### src/lmsb_pkg.sv
package lmsb_pkg;

    // Operation codes carried in the command transaction.
    typedef enum logic [1:0] {
        OP_WRITE = 2'd0,
        OP_FILL  = 2'd1,
        OP_SCAN  = 2'd2,
        OP_BLINK = 2'd3
    } op_t;

    // Lamp modes.
    localparam logic [1:0] MODE_OFF  = 2'd0;
    localparam logic [1:0] MODE_ON   = 2'd1;
    localparam logic [1:0] MODE_SLOW = 2'd2;
    localparam logic [1:0] MODE_FAST = 2'd3;

    localparam int CMD_W    = 8;
    localparam int MODE_W   = 2;
    localparam int DATA_W   = 4;
    localparam int STROBE_W = 4;

    // Command transaction payload.
    typedef struct packed {
        op_t                 operation;
        logic [CMD_W-1:0]    command_byte;
        logic [MODE_W-1:0]   fill_mode;
    } cmd_t;

    // Result transaction payload.
    typedef struct packed {
        logic [DATA_W-1:0]   lamp_data;
        logic [STROBE_W-1:0] strobe_enable;
        logic                lit;
    } res_t;

    // Controller states.
    typedef enum logic {
        ST_IDLE,
        ST_LOOKUP
    } state_t;

    // Controller to datapath commands.
    typedef struct packed {
        logic do_write;
        logic do_fill;
        logic do_scan;
        logic do_blink;
        logic load_out;
    } dp_ctrl_t;

    // Datapath to controller status.
    typedef struct packed {
        logic out_free;
    } dp_status_t;

endpackage

### src/lmsb_ctrl.sv
module lmsb_ctrl (
    input  logic               clk,
    input  logic               rst_n,
    input  logic               cmd_valid,
    input  lmsb_pkg::op_t      operation,
    output logic               cmd_stall,
    input  lmsb_pkg::dp_status_t status,
    output lmsb_pkg::dp_ctrl_t ctrl
);
    import lmsb_pkg::*;

    state_t state_reg;
    state_t state_next;
    logic   accept;

    assign accept = cmd_valid && (state_reg == ST_IDLE);

    // State register.
    always_ff @(posedge clk or negedge rst_n)
    begin
        if (!rst_n)
        begin
            state_reg <= ST_IDLE;
        end
        else
        begin
            state_reg <= state_next;
        end
    end

    // Next state: a scan passes through the lookup state for the table read.
    always_comb
    begin
        state_next = state_reg;
        unique case (state_reg)
            ST_IDLE:
            begin
                if (accept && operation == OP_SCAN)
                begin
                    state_next = ST_LOOKUP;
                end
            end
            ST_LOOKUP:
            begin
                if (status.out_free)
                begin
                    state_next = ST_IDLE;
                end
            end
            default:
            begin
                state_next = ST_IDLE;
            end
        endcase
    end

    // Outputs: decode the accepted operation and time the result load.
    always_comb
    begin
        cmd_stall     = 1'b1;
        ctrl.do_write = 1'b0;
        ctrl.do_fill  = 1'b0;
        ctrl.do_scan  = 1'b0;
        ctrl.do_blink = 1'b0;
        ctrl.load_out = 1'b0;
        unique case (state_reg)
            ST_IDLE:
            begin
                cmd_stall     = 1'b0;
                ctrl.do_write = accept && (operation == OP_WRITE);
                ctrl.do_fill  = accept && (operation == OP_FILL);
                ctrl.do_scan  = accept && (operation == OP_SCAN);
                ctrl.do_blink = accept && (operation == OP_BLINK);
            end
            ST_LOOKUP:
            begin
                ctrl.load_out = status.out_free;
            end
            default:
            begin
                cmd_stall = 1'b1;
            end
        endcase
    end

endmodule

### src/lmsb_datapath.sv
module lmsb_datapath #(
    parameter int LAMP_COUNT      = 64,
    parameter int GROUP_COUNT     = 4,
    parameter int LAMPS_PER_GROUP = 16
) (
    input  logic                 clk,
    input  logic                 rst_n,
    input  lmsb_pkg::dp_ctrl_t   ctrl,
    output lmsb_pkg::dp_status_t status,
    input  lmsb_pkg::cmd_t       cmd_data,
    output logic                 res_valid,
    input  logic                 res_stall,
    output lmsb_pkg::res_t       res_data
);
    import lmsb_pkg::*;

    localparam int GRP_W    = (GROUP_COUNT > 1) ? $clog2(GROUP_COUNT) : 1;
    localparam int LAMP_W   = $clog2(LAMPS_PER_GROUP);
    localparam int ADDR_W   = $clog2(LAMP_COUNT);
    localparam int SPAN     = GROUP_COUNT * LAMPS_PER_GROUP;
    localparam int IDX_W    = (($clog2(SPAN) > ADDR_W) ? $clog2(SPAN) : ADDR_W) + 1;
    localparam int WIDX_W   = CMD_W - MODE_W;
    localparam int WCMP_W   = ((ADDR_W > WIDX_W) ? ADDR_W : WIDX_W) + 1;

    // Lamp table with per-entry valid bits; an unwritten entry reads as the fill mode.
    logic [MODE_W-1:0] lamp_mem [LAMP_COUNT];
    logic [LAMP_COUNT-1:0] entry_valid_reg;
    logic [MODE_W-1:0]     fill_mode_reg;

    logic [LAMP_W-1:0]   scan_lamp_reg;
    logic [GRP_W-1:0]    scan_group_reg;
    logic [1:0]          blink_phase_reg;
    logic                slow_on_reg;
    logic                fast_on_reg;

    logic [MODE_W-1:0]   rd_mode_reg;
    logic                rd_hit_reg;
    logic                rd_in_range_reg;
    logic [DATA_W-1:0]   pend_data_reg;
    logic [STROBE_W-1:0] pend_strobe_reg;

    res_t                out_data_reg;
    logic                out_valid_reg;

    logic [WCMP_W-1:0]   wr_idx;
    logic                wr_in_range;
    logic [ADDR_W-1:0]   wr_addr;
    logic [IDX_W-1:0]    scan_idx;
    logic                scan_in_range;
    logic [ADDR_W-1:0]   rd_addr;
    logic [STROBE_W:0]   grp_ext;
    logic [STROBE_W-1:0] strobe;
    logic [GRP_W:0]      grp_inc;
    logic [LAMP_W:0]     lamp_inc;
    logic [MODE_W-1:0]   cur_mode;
    logic                lit;

    // Write address decode.
    assign wr_idx      = WCMP_W'(cmd_data.command_byte[CMD_W-1:MODE_W]);
    assign wr_in_range = wr_idx < WCMP_W'(LAMP_COUNT);
    assign wr_addr     = wr_idx[ADDR_W-1:0];

    // Visited lamp index and group strobe.
    assign scan_idx      = IDX_W'(scan_group_reg) * IDX_W'(LAMPS_PER_GROUP)
                         + IDX_W'(scan_lamp_reg);
    assign scan_in_range = scan_idx < IDX_W'(LAMP_COUNT);
    assign rd_addr       = scan_idx[ADDR_W-1:0];
    assign grp_ext       = (STROBE_W + 1)'(scan_group_reg);
    assign strobe        = (grp_ext < (STROBE_W + 1)'(STROBE_W))
                         ? STROBE_W'({{(STROBE_W-1){1'b0}}, 1'b1} << grp_ext)
                         : '0;

    // Scan counter increments.
    assign grp_inc  = (GRP_W + 1)'(scan_group_reg) + 1'b1;
    assign lamp_inc = (LAMP_W + 1)'(scan_lamp_reg) + 1'b1;

    // Table memory: one write port, registered read.
    always_ff @(posedge clk)
    begin
        if (ctrl.do_write && wr_in_range)
        begin
            lamp_mem[wr_addr] <= cmd_data.command_byte[MODE_W-1:0];
        end
        if (ctrl.do_scan)
        begin
            rd_mode_reg <= lamp_mem[rd_addr];
        end
    end

    // Scan capture of the fields that travel with the result.
    always_ff @(posedge clk)
    begin
        if (ctrl.do_scan)
        begin
            rd_hit_reg      <= entry_valid_reg[rd_addr];
            rd_in_range_reg <= scan_in_range;
            pend_data_reg   <= DATA_W'(scan_lamp_reg);
            pend_strobe_reg <= strobe;
        end
    end

    // Valid bits and fill mode.
    always_ff @(posedge clk or negedge rst_n)
    begin
        if (!rst_n)
        begin
            entry_valid_reg <= '0;
            fill_mode_reg   <= MODE_OFF;
        end
        else if (ctrl.do_fill)
        begin
            entry_valid_reg <= '0;
            fill_mode_reg   <= cmd_data.fill_mode;
        end
        else if (ctrl.do_write && wr_in_range)
        begin
            entry_valid_reg[wr_addr] <= 1'b1;
        end
    end

    // Scan counters: the group steps fastest.
    always_ff @(posedge clk or negedge rst_n)
    begin
        if (!rst_n)
        begin
            scan_lamp_reg  <= '0;
            scan_group_reg <= '0;
        end
        else if (ctrl.do_scan)
        begin
            if (grp_inc >= (GRP_W + 1)'(GROUP_COUNT))
            begin
                scan_group_reg <= '0;
                if (lamp_inc >= (LAMP_W + 1)'(LAMPS_PER_GROUP))
                begin
                    scan_lamp_reg <= '0;
                end
                else
                begin
                    scan_lamp_reg <= lamp_inc[LAMP_W-1:0];
                end
            end
            else
            begin
                scan_group_reg <= grp_inc[GRP_W-1:0];
            end
        end
    end

    // Blink phase and flags.
    always_ff @(posedge clk or negedge rst_n)
    begin
        if (!rst_n)
        begin
            blink_phase_reg <= '0;
            slow_on_reg     <= 1'b0;
            fast_on_reg     <= 1'b0;
        end
        else if (ctrl.do_blink)
        begin
            slow_on_reg     <= blink_phase_reg[1];
            fast_on_reg     <= blink_phase_reg[0];
            blink_phase_reg <= blink_phase_reg + 2'd1;
        end
    end

    // Lit decode from the read mode.
    assign cur_mode = rd_hit_reg ? rd_mode_reg : fill_mode_reg;

    always_comb
    begin
        unique case (cur_mode)
            MODE_ON:   lit = 1'b1;
            MODE_SLOW: lit = slow_on_reg;
            MODE_FAST: lit = fast_on_reg;
            default:   lit = 1'b0;
        endcase
        if (!rd_in_range_reg)
        begin
            lit = 1'b0;
        end
    end

    // Output register.
    always_ff @(posedge clk or negedge rst_n)
    begin
        if (!rst_n)
        begin
            out_valid_reg <= 1'b0;
        end
        else if (ctrl.load_out)
        begin
            out_valid_reg <= 1'b1;
        end
        else if (!res_stall)
        begin
            out_valid_reg <= 1'b0;
        end
    end

    always_ff @(posedge clk)
    begin
        if (ctrl.load_out)
        begin
            out_data_reg.lamp_data     <= pend_data_reg;
            out_data_reg.strobe_enable <= pend_strobe_reg;
            out_data_reg.lit           <= lit;
        end
    end

    assign status.out_free = !out_valid_reg || !res_stall;
    assign res_valid       = out_valid_reg;
    assign res_data        = out_data_reg;

endmodule

### src/lamp_matrix_scan_blink.sv
// Multiplexed lamp driver with per-lamp blink modes.
// Command channel (cmd_valid, cmd_stall, cmd_data): each transaction carries an
// operation: write one lamp, fill all lamps, scan tick or blink tick.
// Result channel (res_valid, res_stall, res_data): one transaction per scan tick,
// holding the lamp number in its group, the one-hot group strobe and the lit flag.
// Write, fill and blink transactions do not leave the idle state and produce no result.
// A scan tick reads the lamp table, a memory with a registered read port, as it is
// accepted; the mode is decoded in the lookup state that follows, and from there the
// result is loaded into the output register and appears on res_valid. Sustained rate
// is one command per cycle while idle; a scan holds off the next command in lookup.
// The output register lets the next command be taken while a result waits.
// If the receiver stalls, the result holds and a following scan waits in its
// lookup cycle, stalling the command channel until the output register frees.
// Reset clears every lamp to off through per-entry valid bits at once, and
// clears the scan counters and blink phase; no clearing pass is needed.
// A fill clears all the valid bits at once and records the fill mode.
module lamp_matrix_scan_blink #(
    parameter int LAMP_COUNT      = 64,
    parameter int GROUP_COUNT     = 4,
    parameter int LAMPS_PER_GROUP = 16
) (
    input  logic            clk,
    input  logic            rst_n,
    input  logic            cmd_valid,
    output logic            cmd_stall,
    input  lmsb_pkg::cmd_t  cmd_data,
    output logic            res_valid,
    input  logic            res_stall,
    output lmsb_pkg::res_t  res_data
);
    import lmsb_pkg::*;

    dp_ctrl_t   ctrl;
    dp_status_t status;

    lmsb_ctrl u_ctrl (
        .clk       (clk),
        .rst_n     (rst_n),
        .cmd_valid (cmd_valid),
        .operation (cmd_data.operation),
        .cmd_stall (cmd_stall),
        .status    (status),
        .ctrl      (ctrl)
    );

    lmsb_datapath #(
        .LAMP_COUNT      (LAMP_COUNT),
        .GROUP_COUNT     (GROUP_COUNT),
        .LAMPS_PER_GROUP (LAMPS_PER_GROUP)
    ) u_datapath (
        .clk       (clk),
        .rst_n     (rst_n),
        .ctrl      (ctrl),
        .status    (status),
        .cmd_data  (cmd_data),
        .res_valid (res_valid),
        .res_stall (res_stall),
        .res_data  (res_data)
    );

    // An accepted scan holds off the next command for its lookup cycle.
    assert property (@(posedge clk) disable iff (!rst_n)
        (cmd_valid && !cmd_stall && cmd_data.operation == OP_SCAN) |=> cmd_stall)
        else $error("scan accepted without a lookup cycle");

    // A command that is not a scan never creates a result.
    assert property (@(posedge clk) disable iff (!rst_n)
        (cmd_valid && !cmd_stall && cmd_data.operation != OP_SCAN && !res_valid)
        |=> !res_valid)
        else $error("result produced by a non-scan command");

    // A new result carries at most one strobe bit.
    assert property (@(posedge clk) disable iff (!rst_n)
        $rose(res_valid) |-> $onehot0(res_data.strobe_enable))
        else $error("strobe is not one-hot");

endmodule
### config.mk
export PLATFORM = sky130hd
export DESIGN_NAME = lamp_matrix_scan_blink
export DESIGN_NICKNAME = d
export VERILOG_FILES = /design/src/lmsb_pkg.sv /design/src/lmsb_ctrl.sv /design/src/lmsb_datapath.sv /design/src/lamp_matrix_scan_blink.sv
export SDC_FILE = /design/constraint.sdc
export NUM_CORES = 1
export LEC_CHECK = 0
export BUFFER_PORTS_ARGS = -buffer_cell sky130_fd_sc_hd__buf_2
export CAP_MARGIN = 40
export CORE_MARGIN = 3
export CORE_UTILIZATION = 35
export CTS_CLUSTER_SIZE = 25
export DETAILED_ROUTE_END_ITERATION = 6
export HOLD_SLACK_MARGIN = 0.03
export SYNTH_ARGS = -nofsm -noshare
export SYNTH_HDL_FRONTEND = slang
export SYNTH_HIERARCHICAL = 1
export SYNTH_SLANG_ARGS = --single-unit
### constraint.sdc
create_clock -name clk -period 2.3 [get_ports clk]
set_clock_uncertainty 0.05 [all_clocks]
set_input_delay 0.345 -clock clk [delete_from_list [all_inputs] [get_ports clk]]
set_output_delay 0.345 -clock clk [all_outputs]
set_load 0.01 [all_outputs]
==> flow_summary.json <==
{
  "dp.cells": 982,
  "p_per_area_nw_per_um2": 967,
  "grt_pass1_wl_microns": 33500,
  "h-tree-depth": 1,
  "end_kind": "flop",
  "grt_pass1_vias": 5710,
  "path_max_fanout": 8,
  "synth-simple-area-share_pct": 11.6,
  "drt_wl_total_microns": 21800,
  "drc": 0,
  "io_pins": 27,
  "rsz0062_at_grt": "false",
  "tns_ns": 0,
  "clk_pin_slew_worst_paths_ns": 0.06,
  "start_util_pct": 36.2,
  "netlist_instances": 624,
  "synth-seq-cells": 226,
  "overflow": 0,
  "maxSlewViolCount": 0,
  "initialDrtViolationCount": 437,
  "worstPathArrival_ns": 2.32,
  "cts_root_buf": "clkbuf_16",
  "cts_buffers": 25,
  "num_rows": 58,
  "cts_sinks": 226,
  "die_w_microns": 169,
  "via_per_inst": 5.31,
  "area.growth.synth_to_final_pct": 16.8,
  "largest_reg_flops": 128,
  "die_h_microns": 169,
  "finalCritPeriodShare_pct": 94.5,
  "synthTopCellsByArea": "edfxtp_1, dfrtp_1, nor2_1",
  "synth_flop_cell": "edfxtp_1",
  "core_sq_um": 25600,
  "cts_tree": "yes",
  "worst_pin_slew_ns": 0.635,
  "port_buffers": 26,
  "hp-class": "in2reg",
  "nFillCells": 2276,
  "status": "finished, final reports clean",
  "synth_compound_area_share_pct": 2.93,
  "synthArstFlopShare_pct": 34.5,
  "synthesis.nets": 642,
  "fin_nets": 702,
  "avgSynthCellArea_sq_um": 14.9,
  "dp_hpwl_microns": 14300,
  "clk_latency_ns": 0.52,
  "stdcell_area_sq_um": 10800,
  "worstSetupStartpointType": "primary input",
  "yosys.area.top_type": "edfxtp_1",
  "synth_edf_count": 148,
  "setup_viol": 0,
  "ant_nets": 0,
  "final_cells": 1033,
  "ys_types": 46,
  "synth_top_area_share_pct": 47.9,
  "grt.total_usage_pct": 15.2,
  "finalCriticalPeriod_ns": 2.17,
  "vias": 5484,
  "die-area_sq_um": 28500,
  "cap_violations": 0,
  "worst_slack_ns": 0.127,
  "ys_seq_area_share_pct": 69.0,
  "crit_required_ns": 2.45,
  "antenna_cells": 0,
  "cts_buffer_depth": 3,
  "synth.area.mux_share_pct": 13.7,
  "fmaxAchievable_ghz": 0.460,
  "hold_viol_final": 0,
  "ys_top_cells_by_count": "nor2_1, edfxtp_1, dfrtp_1, mux4_2, nand2_1",
  "critPathKind": "in2reg",
  "antenna_found_initial": 0,
  "dp_slack_ns": 0.0104,
  "ir_drop_uv": 663,
  "synth_warnings": 6,
  "synth.most_common_cell": "nor2_1",
  "gp_congestion": 0.800,
  "leakage_nw": 4.05,
  "layout-drive-gt1-share_pct": 20.3,
  "slew_headroom_pct": 57.7,
  "placed_area_sq_um": 9960,
  "synth_xor_area_share_pct": 0.283,
  "dr.pass1.iters": 6,
  "netlist_area_sq_um": 9270,
  "wl_per_cell_microns": 21.1,
  "grt_start_max_net_pins": 51,
  "synthAdderAreaFrac_pct": 0.270,
  "synth_top_family_by_area": "multiplexers"
}
-- power by group --
group          internal [mW]  leakage (nW)  switching [mW]
Sequential              4.50          2.40           0.176
Combinational          0.933          1.26           0.936
Clock                   2.37         0.393            1.55
-- routing by layer --
| layer | wire length, microns | share of wire [%] | up-vias | GRT usage, % |
|---|---|---|---|---|
| met5 | 0 | 0 | - | 0 |
| met4 | 540 | 2.5 | 0 | 4.45 |
| met3 | 1590 | 7.3 | 50 | 3.27 |
| met2 | 9900 | 45 | 211 | 23.7 |
| met1 | 9750 | 45 | 2810 | 21.8 |
| li1 | - | - | 2413 | - |
-- critical path, cell delays in order --
cell	delay, ns
dlygate4sd3_1	0.53
buf_2	0.15
nor4b_2	0.34
nor2b_1	0.32
nand3_1	0.13
buf_4	0.21
nor2_1	0.28
-- cells by family after synthesis --
kind of cell / after synthesis
fa+ha+maj: 2
xor+xnor: 3
compound gates: 36
simple gates: 259
mux: 65
flops: 226
buf+inv: 33
-- timing repair --
action,in CTS,in global routing
endpoints found under the hold margin,31,0
gates resized for setup,0,4
buffers inserted,0,1
setup endpoints to repair,0,92
hold buffers,4,0
-- final cells by class --
| type | instances | area, sq um | area share [%] |
|---|---|---|---|
| repair buffers | 61 | 497 | 4.59 |
| well taps | 330 | 413 | 3.81 |
| multi-input cells | 365 | 2700 | 24.9 |
| clock buffers | 35 | 673 | 6.22 |
| inverters | 5 | 18.8 | 0.173 |
| flip-flops and latches | 226 | 6400 | 59.1 |
| clock inverters | 11 | 130 | 1.20 |
-- metrics by stage --
stage               power (mW)  utilization (%)  hold WS [ns]
floorplan                 6.04                -     -0.000591
global route              10.9             42.3        0.0477
finish                    10.5             42.3        0.0478
global placement          6.57             38.9         0.250
detailed placement        6.61             38.9         0.267
CTS                       10.5             42.2        0.0397
-- placed cells by master (no fill, tap or decap), drive strengths merged, types with 3 or more instances in the layout --
| cell type | n |
|---|---|
| a22oi | 7 |
| mux4 | 45 |
| and2 | 3 |
| dlygate4sd3 | 4 |
| nand3 | 13 |
| edfxtp | 148 |
| mux2i | 10 |
| nand4 | 3 |
| nand2 | 14 |
| mux2 | 10 |
| a221oi | 6 |
| inv | 6 |
| o21ai | 6 |
| a21oi | 4 |
| dfrtp | 78 |
| clkbuf | 35 |
| nor2 | 204 |
| clkinv | 7 |
| buf | 57 |
| bufinv | 3 |
| nand3b | 4 |
| nor2b | 11 |
-- path summary, 6_finish.rpt --
check | startpoint | end | slack [ns] | depth (start not counted)
worst min register to register | u_datapath/pend_strobe_reg[2] | u_datapath/res_data[3] | 0.37 | 0
worst max register to register | u_datapath/scan_lamp_reg[0] | u_datapath/rd_mode_reg[0] | 0.13 | 6
worst max-delay path | cmd_data[10] | u_datapath/lamp_mem[62][0] | 0.13 | 7
min in group asynchronous | rst_n | u_ctrl/state_reg | 0.26 | 2
worst min-delay path | res_stall | u_datapath/res_valid | 0.05 | 3
max in group asynchronous | rst_n | u_datapath/scan_lamp_reg[1] | 1.24 | 3
(Power assumes the default switching activity.)
